===== src/rtl/core/fixed_frame_sync_decoder_top_assert.svh =====
// Assertion macros for the frame sync decoder.
// The enclosing module must provide clk_i and rst_ni.
`ifndef FIXED_FRAME_SYNC_DECODER_TOP_ASSERT_SVH
`define FIXED_FRAME_SYNC_DECODER_TOP_ASSERT_SVH

`ifndef SYNTHESIS

// Checked only while out of reset.
`define FSD_ASSERT(lbl, prop) \
  lbl: assert property (@(posedge clk_i) disable iff (!rst_ni) prop) \
    else $error("fsd assertion failed");

// Checked at every edge, also during reset.
`define FSD_ASSERT_ALWAYS(lbl, prop) \
  lbl: assert property (@(posedge clk_i) prop) \
    else $error("fsd assertion failed");

`else

`define FSD_ASSERT(lbl, prop)
`define FSD_ASSERT_ALWAYS(lbl, prop)

`endif

`endif


===== src/rtl/core/fsd_pkg.sv =====
package fsd_pkg;

  localparam int FrameLen = 26;            // bytes per frame, 25..64
  localparam int LastIdx  = FrameLen - 1;  // trailer position
  localparam int FillW    = $clog2(FrameLen);

  localparam logic [7:0] HdrA    = 8'd104;
  localparam logic [7:0] HdrB    = 8'd19;
  localparam logic [7:0] Trailer = 8'd22;

  typedef struct packed {
    logic [7:0]  watchdog_byte;
    logic [7:0]  status_byte;
    logic [7:0]  error_byte;
    logic [15:0] temperature;
    logic [15:0] voltage;
    logic [15:0] current;
    logic [15:0] power;
    logic [15:0] flow_rate;
    logic [31:0] timestamp;
    logic [31:0] skipped_count;
    logic [31:0] valid_count;
  } fsd_result_t;

endpackage


===== src/rtl/core/fsd_if.sv =====
interface fsd_in_if;
  logic       valid;
  logic       ready;
  logic [7:0] rx_byte;

  modport source (output valid, output rx_byte, input ready);
  modport sink (input valid, input rx_byte, output ready);
endinterface

interface fsd_out_if;
  logic        valid;
  logic        ready;
  logic [7:0]  watchdog_byte;
  logic [7:0]  status_byte;
  logic [7:0]  error_byte;
  logic [15:0] temperature;
  logic [15:0] voltage;
  logic [15:0] current;
  logic [15:0] power;
  logic [15:0] flow_rate;
  logic [31:0] timestamp;
  logic [31:0] skipped_count;
  logic [31:0] valid_count;

  modport source (
    output valid, output watchdog_byte, output status_byte, output error_byte,
    output temperature, output voltage, output current, output power,
    output flow_rate, output timestamp, output skipped_count, output valid_count,
    input ready
  );
  modport sink (
    input valid, input watchdog_byte, input status_byte, input error_byte,
    input temperature, input voltage, input current, input power,
    input flow_rate, input timestamp, input skipped_count, input valid_count,
    output ready
  );
endinterface


===== src/rtl/core/fsd_window.sv =====
`include "fixed_frame_sync_decoder_top_assert.svh"

module fsd_window (
  input  logic                clk_i,
  input  logic                rst_ni,
  input  logic                valid_i,
  input  logic [7:0]          byte_i,
  input  logic                out_busy_i,
  output logic                ready_o,
  output logic                load_o,
  output fsd_pkg::fsd_result_t res_o
);

  logic [7:0]                win_q [fsd_pkg::LastIdx];
  logic [fsd_pkg::FillW-1:0] fill_q, fill_d;
  logic [31:0]               skip_q, skip_d;
  logic [31:0]               frame_q, frame_d;

  logic accept, last, complete, match, hit, miss;

  assign last     = (fill_q == fsd_pkg::FillW'(fsd_pkg::LastIdx));
  // only the closing byte can yield a result, so only it waits on a busy output
  assign ready_o  = !last || !out_busy_i;
  assign accept   = valid_i && ready_o;
  assign complete = accept && last;
  assign match    = (win_q[0] == fsd_pkg::HdrA) && (win_q[1] == fsd_pkg::HdrB) &&
                    (win_q[2] == fsd_pkg::HdrB) && (win_q[3] == fsd_pkg::HdrA) &&
                    (win_q[4] == fsd_pkg::HdrB) && (byte_i == fsd_pkg::Trailer);
  assign hit      = complete && match;
  assign miss     = complete && !match;
  assign load_o   = hit;

  always_comb begin
    fill_d  = fill_q;
    skip_d  = skip_q;
    frame_d = frame_q;
    if (hit) begin
      fill_d  = '0;
      frame_d = frame_q + 32'd1;
    end else if (miss) begin
      skip_d  = skip_q + 32'd1;            // drop oldest, stay one short of full
    end else if (accept) begin
      fill_d  = fill_q + fsd_pkg::FillW'(1);
    end
  end

  always_ff @(posedge clk_i or negedge rst_ni) begin
    if (!rst_ni) begin
      fill_q  <= '0;
      skip_q  <= '0;
      frame_q <= '0;
    end else begin
      fill_q  <= fill_d;
      skip_q  <= skip_d;
      frame_q <= frame_d;
    end
  end

  for (genvar i = 0; i < fsd_pkg::LastIdx; i++) begin : g_win
    logic [7:0] shift_in;
    if (i == fsd_pkg::LastIdx - 1) begin : g_top
      assign shift_in = byte_i;
    end else begin : g_mid
      assign shift_in = win_q[i+1];
    end
    always_ff @(posedge clk_i) begin
      if (miss) begin
        win_q[i] <= shift_in;
      end else if (accept && fill_q == fsd_pkg::FillW'(i)) begin
        win_q[i] <= byte_i;
      end
    end
  end

  always_comb begin
    res_o.watchdog_byte = win_q[5];
    res_o.status_byte   = win_q[6];
    res_o.error_byte    = win_q[7];
    res_o.temperature   = {win_q[10], win_q[11]};
    res_o.voltage       = {win_q[12], win_q[13]};
    res_o.current       = {win_q[14], win_q[15]};
    res_o.power         = {win_q[16], win_q[17]};
    res_o.flow_rate     = {win_q[18], win_q[19]};
    res_o.timestamp     = {win_q[20], win_q[21], win_q[22], win_q[23]};
    res_o.skipped_count = skip_q;
    res_o.valid_count   = frame_q + 32'd1;
  end

  `FSD_ASSERT(a_fill_range, fill_q <= fsd_pkg::FillW'(fsd_pkg::LastIdx))
  `FSD_ASSERT(a_hit_clears, hit |=> fill_q == '0 && frame_q == $past(frame_q) + 32'd1)
  `FSD_ASSERT(a_miss_skips,
    miss |=> last && skip_q == $past(skip_q) + 32'd1 && frame_q == $past(frame_q))
  `FSD_ASSERT(a_busy_stall, out_busy_i && last |-> !ready_o && !load_o)

endmodule


===== src/rtl/core/fsd_out_reg.sv =====
module fsd_out_reg (
  input  logic                 clk_i,
  input  logic                 rst_ni,
  input  logic                 load_i,
  input  fsd_pkg::fsd_result_t res_i,
  output logic                 busy_o,
  fsd_out_if.source            out_o
);

  logic                 valid_q;
  fsd_pkg::fsd_result_t res_q;

  assign busy_o = valid_q && !out_o.ready;

  always_ff @(posedge clk_i or negedge rst_ni) begin
    if (!rst_ni) begin
      valid_q <= 1'b0;
    end else if (load_i) begin
      valid_q <= 1'b1;
    end else if (out_o.ready) begin
      valid_q <= 1'b0;
    end
  end

  always_ff @(posedge clk_i) begin
    if (load_i) begin
      res_q <= res_i;
    end
  end

  assign out_o.valid         = valid_q;
  assign out_o.watchdog_byte = res_q.watchdog_byte;
  assign out_o.status_byte   = res_q.status_byte;
  assign out_o.error_byte    = res_q.error_byte;
  assign out_o.temperature   = res_q.temperature;
  assign out_o.voltage       = res_q.voltage;
  assign out_o.current       = res_q.current;
  assign out_o.power         = res_q.power;
  assign out_o.flow_rate     = res_q.flow_rate;
  assign out_o.timestamp     = res_q.timestamp;
  assign out_o.skipped_count = res_q.skipped_count;
  assign out_o.valid_count   = res_q.valid_count;

endmodule


===== src/rtl/core/fixed_frame_sync_decoder_top.sv =====
// Fixed-length frame deframer: takes one received byte per beat, one beat
// per cycle, into a window of fsd_pkg::FrameLen bytes. Once the window is
// full it checks the header 104,19,19,104,19 and the trailer 22. A match
// delivers one decoded frame beat (status bytes, five big-endian 16-bit
// readings, a 32-bit time stamp, skip and valid counts) in the cycle after
// the closing byte and empties the window; a mismatch drops the oldest byte
// and bumps the skip count, so resync advances one byte per beat. Counters
// wrap at 32 bits. Throughput is one byte per cycle; the only stall is a
// closing byte arriving while the single output register still holds an
// untaken frame. The window needs no reset: it is only decoded once full.

module fixed_frame_sync_decoder_top (
  input  logic      clk_i,
  input  logic      rst_ni,
  fsd_in_if.sink    in_i,
  fsd_out_if.source out_o
);

  // result path between the window and the output register
  fsd_pkg::fsd_result_t res;
  logic                 load;
  logic                 out_busy;

  // window shift register, header/trailer check, counters and field decode
  fsd_window u_window (
    .clk_i      (clk_i),
    .rst_ni     (rst_ni),
    .valid_i    (in_i.valid),
    .byte_i     (in_i.rx_byte),
    .out_busy_i (out_busy),
    .ready_o    (in_i.ready),
    .load_o     (load),
    .res_o      (res)
  );

  // output register; holds the decoded frame until the output handshake takes it
  fsd_out_reg u_out_reg (
    .clk_i  (clk_i),
    .rst_ni (rst_ni),
    .load_i (load),
    .res_i  (res),
    .busy_o (out_busy),
    .out_o  (out_o)
  );

endmodule

===== src/flat_wrapper.sv =====
// flat-port wrapper written by rule: the top's interface ports become plain ports
module fixed_frame_sync_decoder_top_flat 
  (clk_i, rst_ni, in_i_valid, in_i_rx_byte, in_i_ready, out_o_valid, out_o_watchdog_byte, out_o_status_byte, out_o_error_byte, out_o_temperature, out_o_voltage, out_o_current, out_o_power, out_o_flow_rate, out_o_timestamp, out_o_skipped_count, out_o_valid_count, out_o_ready);
  fsd_in_if in_i_i ();
  fsd_out_if out_o_i ();
  input  logic clk_i;
  input  logic rst_ni;
  input wire logic [$bits(in_i_i.valid)-1:0] in_i_valid;
  input wire logic [$bits(in_i_i.rx_byte)-1:0] in_i_rx_byte;
  output wire logic [$bits(in_i_i.ready)-1:0] in_i_ready;
  output wire logic [$bits(out_o_i.valid)-1:0] out_o_valid;
  output wire logic [$bits(out_o_i.watchdog_byte)-1:0] out_o_watchdog_byte;
  output wire logic [$bits(out_o_i.status_byte)-1:0] out_o_status_byte;
  output wire logic [$bits(out_o_i.error_byte)-1:0] out_o_error_byte;
  output wire logic [$bits(out_o_i.temperature)-1:0] out_o_temperature;
  output wire logic [$bits(out_o_i.voltage)-1:0] out_o_voltage;
  output wire logic [$bits(out_o_i.current)-1:0] out_o_current;
  output wire logic [$bits(out_o_i.power)-1:0] out_o_power;
  output wire logic [$bits(out_o_i.flow_rate)-1:0] out_o_flow_rate;
  output wire logic [$bits(out_o_i.timestamp)-1:0] out_o_timestamp;
  output wire logic [$bits(out_o_i.skipped_count)-1:0] out_o_skipped_count;
  output wire logic [$bits(out_o_i.valid_count)-1:0] out_o_valid_count;
  input wire logic [$bits(out_o_i.ready)-1:0] out_o_ready;
  assign in_i_i.valid = in_i_valid;
  assign in_i_i.rx_byte = in_i_rx_byte;
  assign in_i_ready = in_i_i.ready;
  assign out_o_valid = out_o_i.valid;
  assign out_o_watchdog_byte = out_o_i.watchdog_byte;
  assign out_o_status_byte = out_o_i.status_byte;
  assign out_o_error_byte = out_o_i.error_byte;
  assign out_o_temperature = out_o_i.temperature;
  assign out_o_voltage = out_o_i.voltage;
  assign out_o_current = out_o_i.current;
  assign out_o_power = out_o_i.power;
  assign out_o_flow_rate = out_o_i.flow_rate;
  assign out_o_timestamp = out_o_i.timestamp;
  assign out_o_skipped_count = out_o_i.skipped_count;
  assign out_o_valid_count = out_o_i.valid_count;
  assign out_o_i.ready = out_o_ready;
  fixed_frame_sync_decoder_top u_core (.clk_i(clk_i), .rst_ni(rst_ni), .in_i(in_i_i), .out_o(out_o_i));
endmodule

===== config.mk =====
export PLATFORM = sky130hd
export DESIGN_NAME = fixed_frame_sync_decoder_top_flat
export DESIGN_NICKNAME = d
export VERILOG_FILES = /design/src/rtl/core/fsd_pkg.sv /design/src/rtl/core/fsd_if.sv /design/src/rtl/core/fsd_window.sv /design/src/rtl/core/fsd_out_reg.sv /design/src/rtl/core/fixed_frame_sync_decoder_top.sv /design/src/flat_wrapper.sv
export VERILOG_INCLUDE_DIRS = /design/src /design/src/rtl/core
export SDC_FILE = /design/constraint.sdc
export NUM_CORES = 1
export LEC_CHECK = 0
export BUFFER_PORTS_ARGS = -buffer_cell sky130_fd_sc_hd__buf_2
export CAP_MARGIN = 20
export CORE_UTILIZATION = 52
export DETAILED_ROUTE_END_ITERATION = 10
export GPL_TIMING_DRIVEN = 0
export HOLD_SLACK_MARGIN = 0.03
export PLACE_DENSITY = 0.86
export SKIP_CTS_REPAIR_TIMING = 1
export SLEW_MARGIN = 10
export SYNTH_ARGS = -nofsm -noshare
export SYNTH_HDL_FRONTEND = slang
export SYNTH_SLANG_ARGS = --single-unit

===== constraint.sdc =====
create_clock -name clk_i -period 4.9 [get_ports clk_i]
set_clock_uncertainty 0.05 [all_clocks]
set_input_delay 0.98 -clock clk_i [delete_from_list [all_inputs] [get_ports clk_i]]
set_output_delay 0.98 -clock clk_i [all_outputs]
set_load 0.03 [all_outputs]

==> metrics <==
run status complete, no violations; core area 34800 µm²; Gate power share 8.3%; crit path capture type register; CP arrival 4.18 ns; Max Root-Sink Buffers 3; Unique masters post-synth 37; Hold WC Path Type in2async; fin util 62.7%; total grt overflow 0; Worst Path Max Fanout 109; Mapped Area 18500 µm²; Post-synth EDFFs 400; htree depth 2; Final Hold Fails 0; syn_nets 1100; syn avg cell area 17.1 µm²; Die Ht 191 µm; Tmin final 4.04 ns; internal cell power 7.17 mW; Finish-stage setup viols 0; Flop pwr share 52.4%; R2R Path Start u_core.u_window.win_q[0][39]; Post-synth ARST share 14.9%; area added between synthesis and finish 18.0%; Num CTS Buffers 47; leak pwr 8.22 nW; Peak Freq 248 MHz; via count 10313; ratio of cells with drive above 1 in the final layout 37.1%; Main synth FF type edfxtp_1; Starting DRT DRC Count 977; gpl congestion 0.896; IO Port Bufs 212; pre-CTS WS 0.353 ns; Detail Route met3 WL 3570 µm; Clk pwr share 39.3%; cells after synthesis 1081; Switching Share 23.1%; DP Cell Count 1752; Synth Register Bits 470; Yosys top cell by area edfxtp_1; CTS tree done; initial antenna violation count 1; Worst slew margin 29.4%; drt drc 0; Max Used Layer met4; clock slew at reported path FFs 0.06 ns; DP Wirelength 27300 µm; VDD IR-drop max 315 µV; ant diodes 0; Seq/Total Area, Yosys 74.4%; Clock Tree Root clkbuf_16; DRT Wirelength 39700 µm; M1 WL 15900 µm; top-count cell post-synth edfxtp_1; crit path launch in_i_rx_byte[6]; GRT Util Overall 21.9%; share of the synthesized area in the top cell type 64.9%; switching power total 2.16 mW; Starting Density 53.1%; # nets final 1370; Die Footprint 36300 µm²; Tot Pwr 9.33 mW; WHS 0.295 ns; row cnt 68; first-pass GRT wire length 59800 µm; Final period util 82.4%; Num Clock Sinks 470; pwr dens 427 nW/µm²; Slew @ Worst Pin 1.05 ns; Clk Latency, worst-skew pair 0.56 ns; max-cap violations 0; drt pass-1 iters 7; drt via density 5.59; Final Max Slew Viols 0; Startpoint Class input pin; WP data required 5.04 ns; number of global-route vias before repair 10357; largest net degree at the start of global routing 110; Non-Filler Instances 1844; Crit Path Category in2reg; WL/cell 21.5 µm; min setup slack post-route 0.860 ns; chip width 191 µm; synth top area cells edfxtp_1 (65%), mux2_2 (12%), dfrtp_1 (9.5%); DRT antenna net count 0; DR WL met2 19500 µm; synth cell count leaders edfxtp_1 (400), mux2_2 (194), dfrtp_1 (70); I/O Pins 214; RSZ-0062 raised after global routing false; number of synthesis warnings 0
==> layer usage <==
layer / global-route usage [%] / vias to the layer above
li1: - / 4623
met1: 29.0 / 5209
met2: 36.8 / 421
met3: 5.21 / 60
met4: 5.26 / 0
met5: 0 / -
==> kinds of logic (layout without fill, tap and decap cells) <==
| logic type | after synthesis | in the layout | synth area share [%] |
|---|---|---|---|
| AO/OA/AOI/OAI | 14 | 14 | 0.413 |
| multiplexers | 194 | 194 | 11.8 |
| flip-flops | 470 | 470 | 74.4 |
| AND/OR/NAND/NOR | 244 | 244 | 7.12 |
| buffers and inverters | 57 | 365 | 1.27 |
| XOR/XNOR | 95 | 95 | 4.50 |
| adder cells (fa/ha/maj) | 7 | 7 | 0.474 |
==> path summary, 6_finish.rpt <==
check	endpoint	slack, ns	cells after the start
max	u_core.u_out_reg.out_o.current[0]	0.86	6
min	u_core.u_window.skip_q[29]	0.30	1
max in group asynchronous	u_core.u_window.frame_q[12]	3.93	2
min reg2reg	u_core.u_out_reg.out_o.timestamp[25]	0.39	0
min in group clk_i	u_core.u_out_reg.out_o.timestamp[25]	0.39	0
max reg2reg	u_core.u_out_reg.out_o.current[0]	1.03	5
==> flip-flops by register name, summed over array words and instances, names as in the netlist <==
name / flops
u_core.u_window.win_q: 200
u_core.u_out_reg.out_o.skipped_count: 32
u_core.u_out_reg.out_o.timestamp: 32
u_core.u_out_reg.out_o.valid_count: 32
u_core.u_window.frame_q: 32
u_core.u_window.skip_q: 32
u_core.u_out_reg.out_o.current: 16
u_core.u_out_reg.out_o.flow_rate: 16
u_core.u_out_reg.out_o.power: 16
u_core.u_out_reg.out_o.temperature: 16
u_core.u_out_reg.out_o.voltage: 16
u_core.u_out_reg.out_o.error_byte: 8
u_core.u_out_reg.out_o.status_byte: 8
u_core.u_out_reg.out_o.watchdog_byte: 8
u_core.u_window.fill_q: 5
u_core.u_out_reg.out_o.valid: 1
==> metrics by stage <==
step           TNS [ns]  instance area, µm²
2_1_floorplan         0               18500
5_1_grt               0               21800
3_5_place_dp          0               20200
4_1_cts               0               21800
3_3_place_gp     -45.66               20100
6_report              0               21800
==> cells in the final DEF (no fill, tap or decap), types with 4 or more instances in the layout <==
cell type   instances
ha_1                7
nor4b_1             7
xnor2_1            49
nand2b_1            4
bufinv_16           5
clkbuf_1           30
buf_2             232
clkinv_2            7
nand2_1            67
mux2_2            194
nor4_1             10
and4_1              6
and3_1             13
nand3_1            35
o21ai_0             8
clkinvlp_4          4
nand4_1            20
nor3_2              4
edfxtp_1          400
clkbuf_8            7
xor2_1             46
inv_1              15
dfrtp_1            70
clkbuf_16          47
nor3_1             17
nor4bb_1            6
clkinv_1            7
nor2_1             39
==> power groups by stage <==
| stage | sequential [mW] | clock, mW | combinational, mW |
|---|---|---|---|
| CTS | 4.89 | 3.73 | 0.770 |
| detailed placement | 4.96 | 0 | 0.764 |
| finish | 4.89 | 3.67 | 0.776 |
| global route | 4.90 | 3.88 | 0.855 |
| floorplan | 4.87 | 0 | 0.564 |
| global placement | 4.95 | 0 | 0.723 |
==> area by class of cell <==
class                   count  area (µm²)
flip-flops and latches    470       13800
fillers                  2457       13000
multi-input cells         554        4500
clock buffers              59        1290
repair buffers            221        1150
well taps                 455         569
clock inverters            28         308
plain buffers              42         188
inverters                  15        56.3
==> critical path, cell delays in order <==
cell and delay (ns):
buf_2 0.18, nor4b_1 0.62, nand4_1 0.46, nor4_2 0.69, buf_8 0.69, buf_16 0.45
Power figures use the tool's default switching activity.
